===== src/rtl/ffa_pkg.sv =====
// ffa_pkg: shared constants, codes and controller/datapath interface types
// for the first-fit heap allocator. No dependencies.
package ffa_pkg;

  localparam int HEAP_BYTES_DEF  = 65536;
  localparam int BLOCK_BYTES_DEF = 64;
  // header size is fixed; it must stay a power of two (offsets are shifts)
  localparam int HEADER_BYTES    = 16;
  localparam int HDR_SH          = 4;

  localparam logic [1:0] KIND_ALLOC = 2'd0;
  localparam logic [1:0] KIND_FREE  = 2'd1;
  localparam logic [1:0] KIND_INIT  = 2'd2;

  localparam logic REG_HEAP_START = 1'b0;
  localparam logic REG_HEAP_SIZE  = 1'b1;

  localparam logic [31:0] HEAP_START_RST = 32'd4096;
  localparam logic [16:0] HEAP_SIZE_RST  = 17'h10000;

  typedef logic [4:0] act_t;

  localparam act_t ACT_NONE       = 5'd0;
  localparam act_t ACT_LOAD       = 5'd1;
  localparam act_t ACT_A_START    = 5'd2;
  localparam act_t ACT_RD_CUR     = 5'd3;
  localparam act_t ACT_A_ADV      = 5'd4;
  localparam act_t ACT_A_TAKE     = 5'd5;
  localparam act_t ACT_A_W1       = 5'd6;
  localparam act_t ACT_A_W2       = 5'd7;
  localparam act_t ACT_A_W3       = 5'd8;
  localparam act_t ACT_F_START    = 5'd9;
  localparam act_t ACT_F_ADV      = 5'd10;
  localparam act_t ACT_F_LINK_N   = 5'd11;
  localparam act_t ACT_F_LINK_CUR = 5'd12;
  localparam act_t ACT_F_HEAD     = 5'd13;
  localparam act_t ACT_M_RD_A     = 5'd14;
  localparam act_t ACT_M_RD_B     = 5'd15;
  localparam act_t ACT_M_WR       = 5'd16;
  localparam act_t ACT_M_SET_CUR  = 5'd17;
  localparam act_t ACT_INIT       = 5'd18;
  localparam act_t ACT_SUCCESS    = 5'd19;
  localparam act_t ACT_FAIL       = 5'd20;
  localparam act_t ACT_EMIT       = 5'd21;

  typedef struct packed {
    logic [1:0] kind;
    logic       cnt_zero;
    logic       free_ok;
    logic       start_walk;
    logic       cur_valid;
    logic       limit;
    logic       fit;
    logic       split;
    logic       nx_more;
    logic       link_valid;
    logic       adjacent;
    logic       merge_more;
    logic       out_free;
  } stat_t;

endpackage


===== src/rtl/ffa_ctrl.sv =====
// ffa_ctrl: sequencer for allocate, free (walk, link, up to two merges) and init.
// Depends on ffa_pkg; drives ffa_dpath through one action code per cycle.
module ffa_ctrl
  import ffa_pkg::*;
(
  input  logic  clk,
  input  logic  rst,
  input  logic  in_valid,
  output logic  in_ready,
  input  stat_t st,
  output act_t  act
);

  localparam logic [3:0] S_IDLE       = 4'd0;
  localparam logic [3:0] S_DISPATCH   = 4'd1;
  localparam logic [3:0] S_A_CHECK    = 4'd2;
  localparam logic [3:0] S_A_WAIT     = 4'd3;
  localparam logic [3:0] S_A_W1       = 4'd4;
  localparam logic [3:0] S_A_W2       = 4'd5;
  localparam logic [3:0] S_A_W3       = 4'd6;
  localparam logic [3:0] S_F_CHECK    = 4'd7;
  localparam logic [3:0] S_F_WAIT     = 4'd8;
  localparam logic [3:0] S_F_INS      = 4'd9;
  localparam logic [3:0] S_F_INS_WAIT = 4'd10;
  localparam logic [3:0] S_F_INS2     = 4'd11;
  localparam logic [3:0] S_M_RD_A     = 4'd12;
  localparam logic [3:0] S_M_WAIT_A   = 4'd13;
  localparam logic [3:0] S_M_WAIT_B   = 4'd14;
  localparam logic [3:0] S_M_NEXT     = 4'd15;
  localparam logic [4:0] S_DONE       = 5'd16;

  logic [4:0] state, state_next;

  assign in_ready = (state == 5'(S_IDLE));

  always_comb begin
    state_next = state;
    act        = ACT_NONE;
    case (state)
      5'(S_IDLE): begin
        if (in_valid) begin
          act        = ACT_LOAD;
          state_next = 5'(S_DISPATCH);
        end
      end
      5'(S_DISPATCH): begin
        state_next = S_DONE;
        case (st.kind)
          KIND_ALLOC: begin
            if (st.cnt_zero) begin
              act = ACT_FAIL;
            end else begin
              act        = ACT_A_START;
              state_next = 5'(S_A_CHECK);
            end
          end
          KIND_FREE: begin
            if (!st.free_ok) begin
              act = ACT_FAIL;
            end else begin
              act        = ACT_F_START;
              state_next = st.start_walk ? 5'(S_F_CHECK) : 5'(S_F_INS);
            end
          end
          KIND_INIT: act = ACT_INIT;
          default:   act = ACT_FAIL;
        endcase
      end
      5'(S_A_CHECK): begin
        if (!st.cur_valid || st.limit) begin
          act        = ACT_FAIL;
          state_next = S_DONE;
        end else begin
          act        = ACT_RD_CUR;
          state_next = 5'(S_A_WAIT);
        end
      end
      5'(S_A_WAIT): begin
        if (st.fit) begin
          act        = ACT_A_TAKE;
          state_next = 5'(S_A_W1);
        end else begin
          act        = ACT_A_ADV;
          state_next = 5'(S_A_CHECK);
        end
      end
      5'(S_A_W1): begin
        act        = ACT_A_W1;
        state_next = 5'(S_A_W2);
      end
      5'(S_A_W2): begin
        act        = ACT_A_W2;
        state_next = st.split ? 5'(S_A_W3) : S_DONE;
      end
      5'(S_A_W3): begin
        act        = ACT_A_W3;
        state_next = S_DONE;
      end
      5'(S_F_CHECK): begin
        if (st.limit) begin
          state_next = 5'(S_F_INS);
        end else begin
          act        = ACT_RD_CUR;
          state_next = 5'(S_F_WAIT);
        end
      end
      5'(S_F_WAIT): begin
        if (st.nx_more) begin
          act        = ACT_F_ADV;
          state_next = 5'(S_F_CHECK);
        end else begin
          state_next = 5'(S_F_INS);
        end
      end
      5'(S_F_INS): begin
        if (st.cur_valid) begin
          act        = ACT_RD_CUR;
          state_next = 5'(S_F_INS_WAIT);
        end else begin
          act        = ACT_F_HEAD;
          state_next = 5'(S_M_RD_A);
        end
      end
      5'(S_F_INS_WAIT): begin
        act        = ACT_F_LINK_N;
        state_next = 5'(S_F_INS2);
      end
      5'(S_F_INS2): begin
        act        = ACT_F_LINK_CUR;
        state_next = 5'(S_M_RD_A);
      end
      5'(S_M_RD_A): begin
        act        = ACT_M_RD_A;
        state_next = 5'(S_M_WAIT_A);
      end
      5'(S_M_WAIT_A): begin
        if (st.link_valid) begin
          act        = ACT_M_RD_B;
          state_next = 5'(S_M_WAIT_B);
        end else begin
          state_next = 5'(S_M_NEXT);
        end
      end
      5'(S_M_WAIT_B): begin
        if (st.adjacent) begin
          act = ACT_M_WR;
        end
        state_next = 5'(S_M_NEXT);
      end
      5'(S_M_NEXT): begin
        if (st.merge_more) begin
          act        = ACT_M_SET_CUR;
          state_next = 5'(S_M_RD_A);
        end else begin
          act        = ACT_SUCCESS;
          state_next = S_DONE;
        end
      end
      S_DONE: begin
        if (st.out_free) begin
          act        = ACT_EMIT;
          state_next = 5'(S_IDLE);
        end
      end
      default: state_next = 5'(S_IDLE);
    endcase
  end

  always_ff @(posedge clk) begin
    if (rst) begin
      state <= 5'(S_IDLE);
    end else begin
      state <= state_next;
    end
  end

endmodule


===== config.mk =====
export PLATFORM = sky130hd
export DESIGN_NAME = ffa_ctrl
export DESIGN_NICKNAME = d
export VERILOG_FILES = /design/src/rtl/ffa_pkg.sv /design/src/rtl/ffa_ctrl.sv
export SDC_FILE = /design/constraint.sdc
export NUM_CORES = 1
export LEC_CHECK = 0
export BUFFER_PORTS_ARGS = -buffer_cell sky130_fd_sc_hd__buf_2
export CORE_ASPECT_RATIO = 0.9
export CORE_MARGIN = 10
export CORE_UTILIZATION = 45
export CTS_CLUSTER_DIAMETER = 40
export DETAILED_ROUTE_END_ITERATION = 7
export HOLD_SLACK_MARGIN = 0.05
export PLACE_DENSITY = 0.78
export SETUP_SLACK_MARGIN = 0.1
export SYNTH_ARGS = -nofsm -noshare
export SYNTH_HDL_FRONTEND = slang
export SYNTH_SLANG_ARGS = --single-unit

===== constraint.sdc =====
create_clock -name clk -period 3.01 [get_ports clk]
set_input_delay 0.1505 -clock clk [delete_from_list [all_inputs] [get_ports clk]]
set_output_delay 0.1505 -clock clk [all_outputs]
set_load 0.01 [all_outputs]

==> impl_metrics.yaml, run 1 <==
setup_path:
  startpoint_type: "flop"
  crit_fanout: 25
  cp-end-kind: "primary output"
  cp_data_required_time_ns: 2.86
  arrival_ns: 2.28
  path_class: "reg -> out"
sta:
  slew_headroom: 0.438
  final.min_clock_period_ns: 2.44
  fin_tns_setup_ns: 0
  clock.fmax_ghz: 0.411
  worst_pin_slew_ns: 0.842
  grt_setup_unrepaired: "no"
  clock_skew_ns: 0.00495
  finalCritPeriodShare: 0.809
  slew_viol_final: 0
  setup-violations-final: 0
  hold_viol_final: 0
synthesis:
  syn-instance-count: 116
  synth_edf_count: 0
  yosysWarnings: 0
  synthArstFlopShare: 0
  synth_area_leaders: "dfxtp_1, nor2b_1, a31oi_1"
  synth_top_area_share: 0.119
  synth_nets: 133
  synth-main-ff-cell: "dfxtp_1"
  yosys.area.top_type: "dfxtp_1"
  seq_area_frac_synth: 0.119
  synth_area_sq_um: 838
  synth_cell_types: 44
  synth_seq_cells: 5
  avgSynthCellArea_sq_um: 7.23
final_layout:
  fin_nets: 152
  fill_cells: 196
  largest_reg_flops: 5
  finalNonFillerCells: 158
  drive_above_1_share: 0.231
  reg.largest.list: "state (5)"
  regMostFlops: "state"
  areaGrowthSynthToFinish_pct: 13.9
  n_antenna_cell: 0
drt:
  ant_nets: 0
  post_drt_wl_per_cell_um: 17.5
  drt_iter0_drc: 62
  remaining_drc_errors: 0
  routed_via_density: 6.62
  num_vias: 1046
  drtPass1Iterations: 4
  finalWirelength_um: 2760
cts:
  clk_latency_ns: 0.25
  clock_sinks: 5
  cts_buffer_depth: 2
  cts_setup_buffers: 0
  cts-root-buf: "clkbuf_4"
  h-tree-depth: 1
  cts_buffers: 3
  cts_tree: "built"
  ctsResizeCount: 0
  clkSlewWorstSetupHoldPaths_ns: 0.05
  postCtsHoldBufs: 0
grt:
  grt_pass1_wl_um: 4530
  antenna_found_initial: 0
  grt_pass1_vias: 969
  grt_max_degree: 26
  grt-ovfl-total: 0
  grt_use_total: 0.140
place:
  place.gp.congestion: 1.05
  dp.cells: 154
  dp_hpwl_um: 2090
  port-buffer-count: 22
die:
  die_area_sq_um: 3990
  coreArea_sq_um: 1720
  die-height_um: 60.9
  pin_count: 23
  die_w_um: 65.5
  core.rowCount: 14
  start_util: 0.488
power:
  pwr-share-comb: 0.446
  switching_power_mw: 0.145
  peakVddDrop_mv: 0.298
  pwr-share-clk: 0.245
  switching_share: 0.435
  cellPowerDensity_nw_per_um2: 348
  leakage_nw: 0.357
  p_int_mw: 0.188
  seqPwrFrac: 0.310
flow_run:
  drv_cap: 0
outcome:
  status: "finished, final reports clean"
min_path:
  hold_path.class: "in -> reg"
final timing paths:
path	start	to	slack, ns	cells after the start
setup reg to reg	state[1]	state[0]	1.05	4
hold reg to reg	state[4]	state[0]	0.87	1
setup / recovery	state[1]	act[4]	0.57	5
hold / removal	rst	state[3]	0.15	2
worst max-delay path, cell delays in order (launching register included):
cell	delay, ns
dfxtp_1	0.87
nand2b_1	0.23
nor4_1	0.46
a31oi_1	0.15
o211ai_1	0.15
buf_2	0.17
power by group through the flow:
stage / logic, mW / clock network [mW] / registers [mW]
floorplan: 0.114 / 0 / 0.0824
global placement: 0.145 / 0 / 0.103
detailed placement: 0.146 / 0 / 0.103
CTS: 0.147 / 0.0832 / 0.102
global route: 0.162 / 0.0876 / 0.105
finish: 0.148 / 0.0813 / 0.103
final cells by class:
cell class / instances / area (sq um) / area share
sequential: 5 / 100 / 0.105
multi-input combinational: 98 / 668 / 0.700
tap: 24 / 30.0 / 0.0315
clock buffer: 3 / 22.5 / 0.0236
clock inverter: 1 / 5.00 / 0.00524
timing repair buffer: 22 / 110 / 0.115
inverter: 5 / 18.8 / 0.0197
cells in the mapped netlist, types with 5 or more instances:
| cell type | count |
|---|---|
| nor2b_1 | 8 |
| a31oi_1 | 7 |
| nand2_1 | 7 |
| nand2b_1 | 7 |
| nand3_1 | 6 |
| a21oi_1 | 5 |
| buf_2 | 5 |
| dfxtp_1 | 5 |
| inv_1 | 5 |
| nor2_1 | 5 |
| o21ai_0 | 5 |
cells by family (layout without fill, tap and decap cells):
family / count (synthesis) / after routing / synth area share
AO/OA/AOI/OAI: 37 / 37 / 0.307
buffers and inverters: 13 / 31 / 0.0836
flip-flops: 5 / 5 / 0.119
multiplexers: 1 / 1 / 0.0119
AND/OR/NAND/NOR: 60 / 60 / 0.478
per-layer routing:
metal | GRT usage | part of all wire | up-vias
met4 | 0.0488 | 0.014 | 0
met3 | 0.0479 | 0.13 | 4
met2 | 0.218 | 0.45 | 72
li1 | - | - | 487
met5 | 0 | 0 | -
met1 | 0.176 | 0.41 | 483
through the flow:
stage          hold slack [ns]  setup WS [ns]  area, sq um  total power [mW]  utilization
2_1_floorplan            0.220           1.44          838             0.196            -
3_3_place_gp             0.415          0.928          927             0.248        0.540
3_5_place_dp             0.410          0.934          927             0.249        0.540
4_1_cts                  0.139          0.656          955             0.332        0.556
5_1_grt                  0.151          0.480          955             0.355        0.556
6_report                 0.150          0.575          955             0.332        0.556
cells in the final DEF, fill, tap and decap left out, types with 2 or more instances in the layout:
master / instances
nand3b_1: 4
nand4_1: 2
nand2_1: 7
nor4_1: 4
clkbuf_4: 3
nand2b_1: 7
a31oi_1: 7
o21ai_0: 5
nand3_1: 6
and3b_1: 4
buf_2: 22
inv_1: 5
nor2b_1: 8
or3_1: 2
a32oi_1: 2
nor2_1: 5
a21oi_1: 5
dfxtp_1: 5
o21ai_1: 3
a21o_1: 2
and2_1: 2
nor4b_2: 2
(Power assumes the default switching activity.)
==> inputs of run 2 (changes only) <==
Settings changed: PLACE_DENSITY 0.78 to 0.81.
Clock period 3.01 ns to 2 ns, I/O delays scaled along.
==> impl_metrics.yaml, run 2 (same netlist as run 1, synthesis figures left out) <==
flow_run:
  drv_cap: 0
sta:
  fin_ws_ns: 0.105
  worst_pin_slew_ns: 0.395
  clock_skew_ns: 0.00126
  whs_ns: 0.107
  fin_tns_setup_ns: 0
  slew_viol_final: 0
  hold_viol_final: 0
  setup-violations-final: 0
  grt_setup_unrepaired: "yes"
  clock.fmax_ghz: 0.528
  final.min_clock_period_ns: 1.89
  finalCritPeriodShare: 0.947
  slew_headroom: 0.734
power:
  peakVddDrop_mv: 0.400
  leakage_nw: 0.406
  cellPowerDensity_nw_per_um2: 535
  power.total_mw: 0.560
place:
  place_worst_setup_slack_ns: 0.149
  dp_hpwl_um: 2200
  dp.cells: 160
  place_area_sq_um: 972
  port-buffer-count: 22
  place.gp.congestion: 1.06
setup_path:
  path_class: "reg -> out"
  cp-end-kind: "primary output"
  rr_startpoint: "state[4]"
  crit_fanout: 11
  ff2ff_path_depth: 5
  cp_data_required_time_ns: 1.90
  r2r_end: "state[0]"
  r2r_slack_ns: 0.29
  arrival_ns: 1.79
  startpoint_type: "flop"
cts:
  cts_tree: "built"
  cts-root-buf: "clkbuf_4"
  h-tree-depth: 1
  clk_latency_ns: 0.25
  clkSlewWorstSetupHoldPaths_ns: 0.05
  cts_buffers: 3
  cts_buffer_depth: 2
  clock_sinks: 5
drt:
  routed_via_density: 6.65
  drtPass1Iterations: 4
  post_drt_wl_per_cell_um: 17.8
  finalWirelength_um: 2970
  drt_iter0_drc: 101
  remaining_drc_errors: 0
  num_vias: 1110
  ant_nets: 0
min_path:
  hold_path_depth: 2
  min_from: "rst"
  hold_path.class: "in -> reg"
  hold_end: "state[1]"
grt:
  grt-ovfl-total: 0
  grt_pass1_wl_um: 4680
  antenna_found_initial: 0
  grt_use_total: 0.146
  grt_pass1_vias: 1016
  grt_max_degree: 22
die:
  core.rowCount: 14
  pin_count: 23
  coreArea_sq_um: 1720
  start_util: 0.488
  die_w_um: 65.5
  die_area_sq_um: 3990
  die-height_um: 60.9
final_layout:
  reg.largest.list: "state (5)"
  drive_above_1_share: 0.329
  final_cell_area_sq_um: 1050
  fin_nets: 161
  areaGrowthSynthToFinish_pct: 24.9
  regMostFlops: "state"
  layout_common_cells: "buf_2, buf_4, nor2b_1, a31oi_1, nand2_1"
  final_common_cell: "buf_2"
  largest_reg_flops: 5
  n_antenna_cell: 0
  finalNonFillerCells: 167
  fin_util: 0.610
outcome:
  status: "finished, final reports clean"
[run 2: per-layer routing]
metal	routed length (um)	GRT usage	share of wire
met2	1340	0.227	0.45
met4	65	0.0793	0.022
met5	0	0	0
met3	398	0.0405	0.13
met1	1160	0.178	0.39
[run 2: how the worst max path moves through the flow]
stage / slack (ns) / end / start
3_5_place_dp: 0.15 / act[1] / state[3]
3_3_place_gp: 0.19 / act[1] / state[3]
5_1_grt: 0.07 / act[4] / state[4]
6_report: 0.11 / act[4] / state[4]
2_1_floorplan: 0.48 / act[0] / state[0]
4_1_cts: 0.12 / act[1] / state[3]
[run 2: power by group]
part           total, mW  leakage (nW)  internal, mW  switching, mW
Sequential         0.145        0.0424         0.111         0.0344
Combinational      0.286         0.348         0.135          0.151
Clock              0.128        0.0150        0.0761         0.0520
[run 2: cell type report]
cell class | instances | area (sq um)
fill | 168 | 669
inverter | 5 | 18.8
clock buffer | 4 | 26.3
multi-input combinational | 98 | 689
tap | 24 | 30.0
sequential | 5 | 105
timing repair buffer | 31 | 178
[run 2: timing repair]
action / 4_1_cts / 5_1_grt
hold buffers: 0 / 0
endpoints found under the setup margin: 5 / 5
pin swaps: 1 / 1
gates resized for setup: 3 / 5
buffers inserted: 0 / 3
[run 2: critical path: stages (launching register included)]
cell      delay (ns)
dfxtp_2         0.40
nand2b_2        0.26
nor4_4          0.41
a31oi_1         0.20
o211ai_1        0.12
buf_2           0.16
==> inputs of run 3 (changes only) <==
Settings changed: ABC_AREA set to 1, PLACE_DENSITY 0.81 to 0.82.
==> impl_metrics.yaml, run 3 <==
sta:
  hold_viol_final: 0
  fin_tns_setup_ns: 0
  finalCritPeriodShare: 0.870
  final.min_clock_period_ns: 1.74
  worst_pin_slew_ns: 0.325
  fin_ws_ns: 0.260
  setup-violations-final: 0
  clock.fmax_ghz: 0.575
  clock_skew_ns: 0.00407
  slew_viol_final: 0
  whs_ns: 0.0813
  slew_headroom: 0.783
  grt_setup_unrepaired: "no"
cts:
  clkSlewWorstSetupHoldPaths_ns: 0.04
  cts_tree: "built"
  h-tree-depth: 1
  cts-root-buf: "clkbuf_4"
  clk_latency_ns: 0.24
  postCtsHoldBufs: 0
  cts_buffer_depth: 2
  cts_buffers: 3
  clock_sinks: 5
power:
  leakage_nw: 0.507
  switching_share: 0.448
  pwr-share-clk: 0.230
  cellPowerDensity_nw_per_um2: 555
  seqPwrFrac: 0.278
  power.total_mw: 0.499
  peakVddDrop_mv: 0.547
  p_int_mw: 0.275
  pwr-share-comb: 0.492
  switching_power_mw: 0.224
synthesis:
  post_synth_mux_area_share: 0
  synth_cell_types: 23
  synthArstFlopShare: 0
  netlist_top_cells_count: "nand2_1, nor2_1, nand3_1, inv_1, a21oi_1"
  seq_area_frac_synth: 0.134
  synth_xor_area_frac: 0
  synth_area_leaders: "nand2_1, nand3_1, dfxtp_1"
  yosys.area.top_type: "nand2_1"
  syn-instance-count: 137
  yosysMostFrequentCell: "nand2_1"
  synth_nets: 154
  synth_simple_gate_area_frac: 0.663
  synth_top_area_share: 0.156
  synthAdderAreaFrac: 0
  avgSynthCellArea_sq_um: 5.44
  synth_area_sq_um: 746
  yosysWarnings: 0
  synth_top_family_by_area: "simple AND/OR/NAND/NOR gates"
  synth_edf_count: 0
  synth_compound_area_frac: 0.0956
  synth-main-ff-cell: "dfxtp_1"
  synth_seq_cells: 5
min_path:
  hold_path.class: "in -> reg"
  min_from: "rst"
place:
  place_worst_setup_slack_ns: 0.449
  dp.cells: 179
  place.gp.congestion: 1.04
  port-buffer-count: 22
  dp_hpwl_um: 2110
  place_area_sq_um: 871
grt:
  antenna_found_initial: 0
  grt-ovfl-total: 0
  grt_use_total: 0.138
  grt_pass1_vias: 905
  grt_pass1_wl_um: 4270
  grt_max_degree: 10
final_layout:
  regMostFlops: "state"
  final_common_cell: "nand2_1"
  fill_cells: 170
  final_cell_area_sq_um: 900
  finalNonFillerCells: 183
  largest_reg_flops: 5
  fin_nets: 179
  reg.largest.list: "state (5)"
  drive_above_1_share: 0.255
  areaGrowthSynthToFinish_pct: 20.6
  n_antenna_cell: 0
  layout_common_cells: "nand2_1, nor2_1, nand3_1, buf_2, inv_1"
  fin_util: 0.595
setup_path:
  setup.worst_path.end: "act[1]"
  startpoint_type: "flop"
  arrival_ns: 1.64
  cp-end-kind: "primary output"
  cp_data_required_time_ns: 1.90
  crit_fanout: 5
  r2r_slack_ns: 0.58
  crit_path_start: "state[1]"
  ff2ff_path_depth: 7
  r2r_end: "state[4]"
  rr_startpoint: "state[3]"
  path_class: "reg -> out"
flow_run:
  drv_cap: 0
die:
  coreArea_sq_um: 1510
  die-height_um: 58.6
  start_util: 0.493
  core.rowCount: 13
  pin_count: 23
  die_w_um: 62.9
  die_area_sq_um: 3690
drt:
  finalWirelength_um: 2510
  routed_via_density: 5.56
  drt_iter0_drc: 75
  drtPass1Iterations: 4
  post_drt_wl_per_cell_um: 13.7
  num_vias: 1017
  remaining_drc_errors: 0
  ant_nets: 0
outcome:
  status: "finished, final reports clean"
run 3: changes by cell type after synthesis, moves of 4 or more:
cell	change
a31oi_1	-7
nor2_1	+20
nor2_4	+4
nor4_1	-4
nand3_1	+17
nand2_1	+24
inv_2	+4
inv_1	+9
and3b_1	-4
buf_2	-4
nand2b_1	-7
nor2b_1	-8
run 3: worst min path at each step:
stage | end | slack [ns] | cells after the start
floorplan | state[0] | 0.17 | 1
global placement | state[0] | 0.33 | 2
detailed placement | state[0] | 0.34 | 2
CTS | state[0] | 0.08 | 2
global route | state[0] | 0.09 | 2
finish | state[0] | 0.08 | 2
run 3: kinds of logic after synthesis:
family / count (synthesis)
and+or+nand+nor: 99
buffers and inverters: 20
AOI/OAI and AO/OA: 13
DFF: 5
run 3: power groups by stage:
stage	registers (mW)	clock network, mW	logic [mW]
floorplan	0.117	0	0.182
detailed placement	0.138	0	0.243
global route	0.140	0.127	0.273
global placement	0.136	0	0.241
CTS	0.136	0.119	0.244
finish	0.139	0.115	0.245
run 3: worst max-delay path, stage by stage, from the launching register on:
cell and delay (ns):
dfxtp_1 0.43, inv_2 0.10, nor3_4 0.25, nand2_1 0.19
nand3_1 0.14, nor2_1 0.08, nand3_1 0.08, buf_2 0.13
run 3: layout make-up:
| type | instances | area [sq um] | area share |
|---|---|---|---|
| flip-flops and latches | 5 | 103 | 0.114 |
| inverters | 18 | 67.6 | 0.0751 |
| multi-input cells | 112 | 566 | 0.629 |
| well taps | 22 | 27.5 | 0.0306 |
| repair buffers | 22 | 110 | 0.122 |
| clock buffers | 4 | 26.3 | 0.0292 |
run 3: per-layer routing:
| metal | wire length [um] | track usage |
|---|---|---|
| met2 | 1080 | 0.230 |
| met5 | 0 | 0 |
| met4 | 12 | 0.0287 |
| met3 | 365 | 0.0454 |
| met1 | 1050 | 0.170 |
run 3: timing repair:
action | CTS | global route
setup endpoints to repair | 0 | 3
gates resized for setup | 0 | 2
setup buffers | 0 | 0
endpoints found under the hold margin | 0 | 0
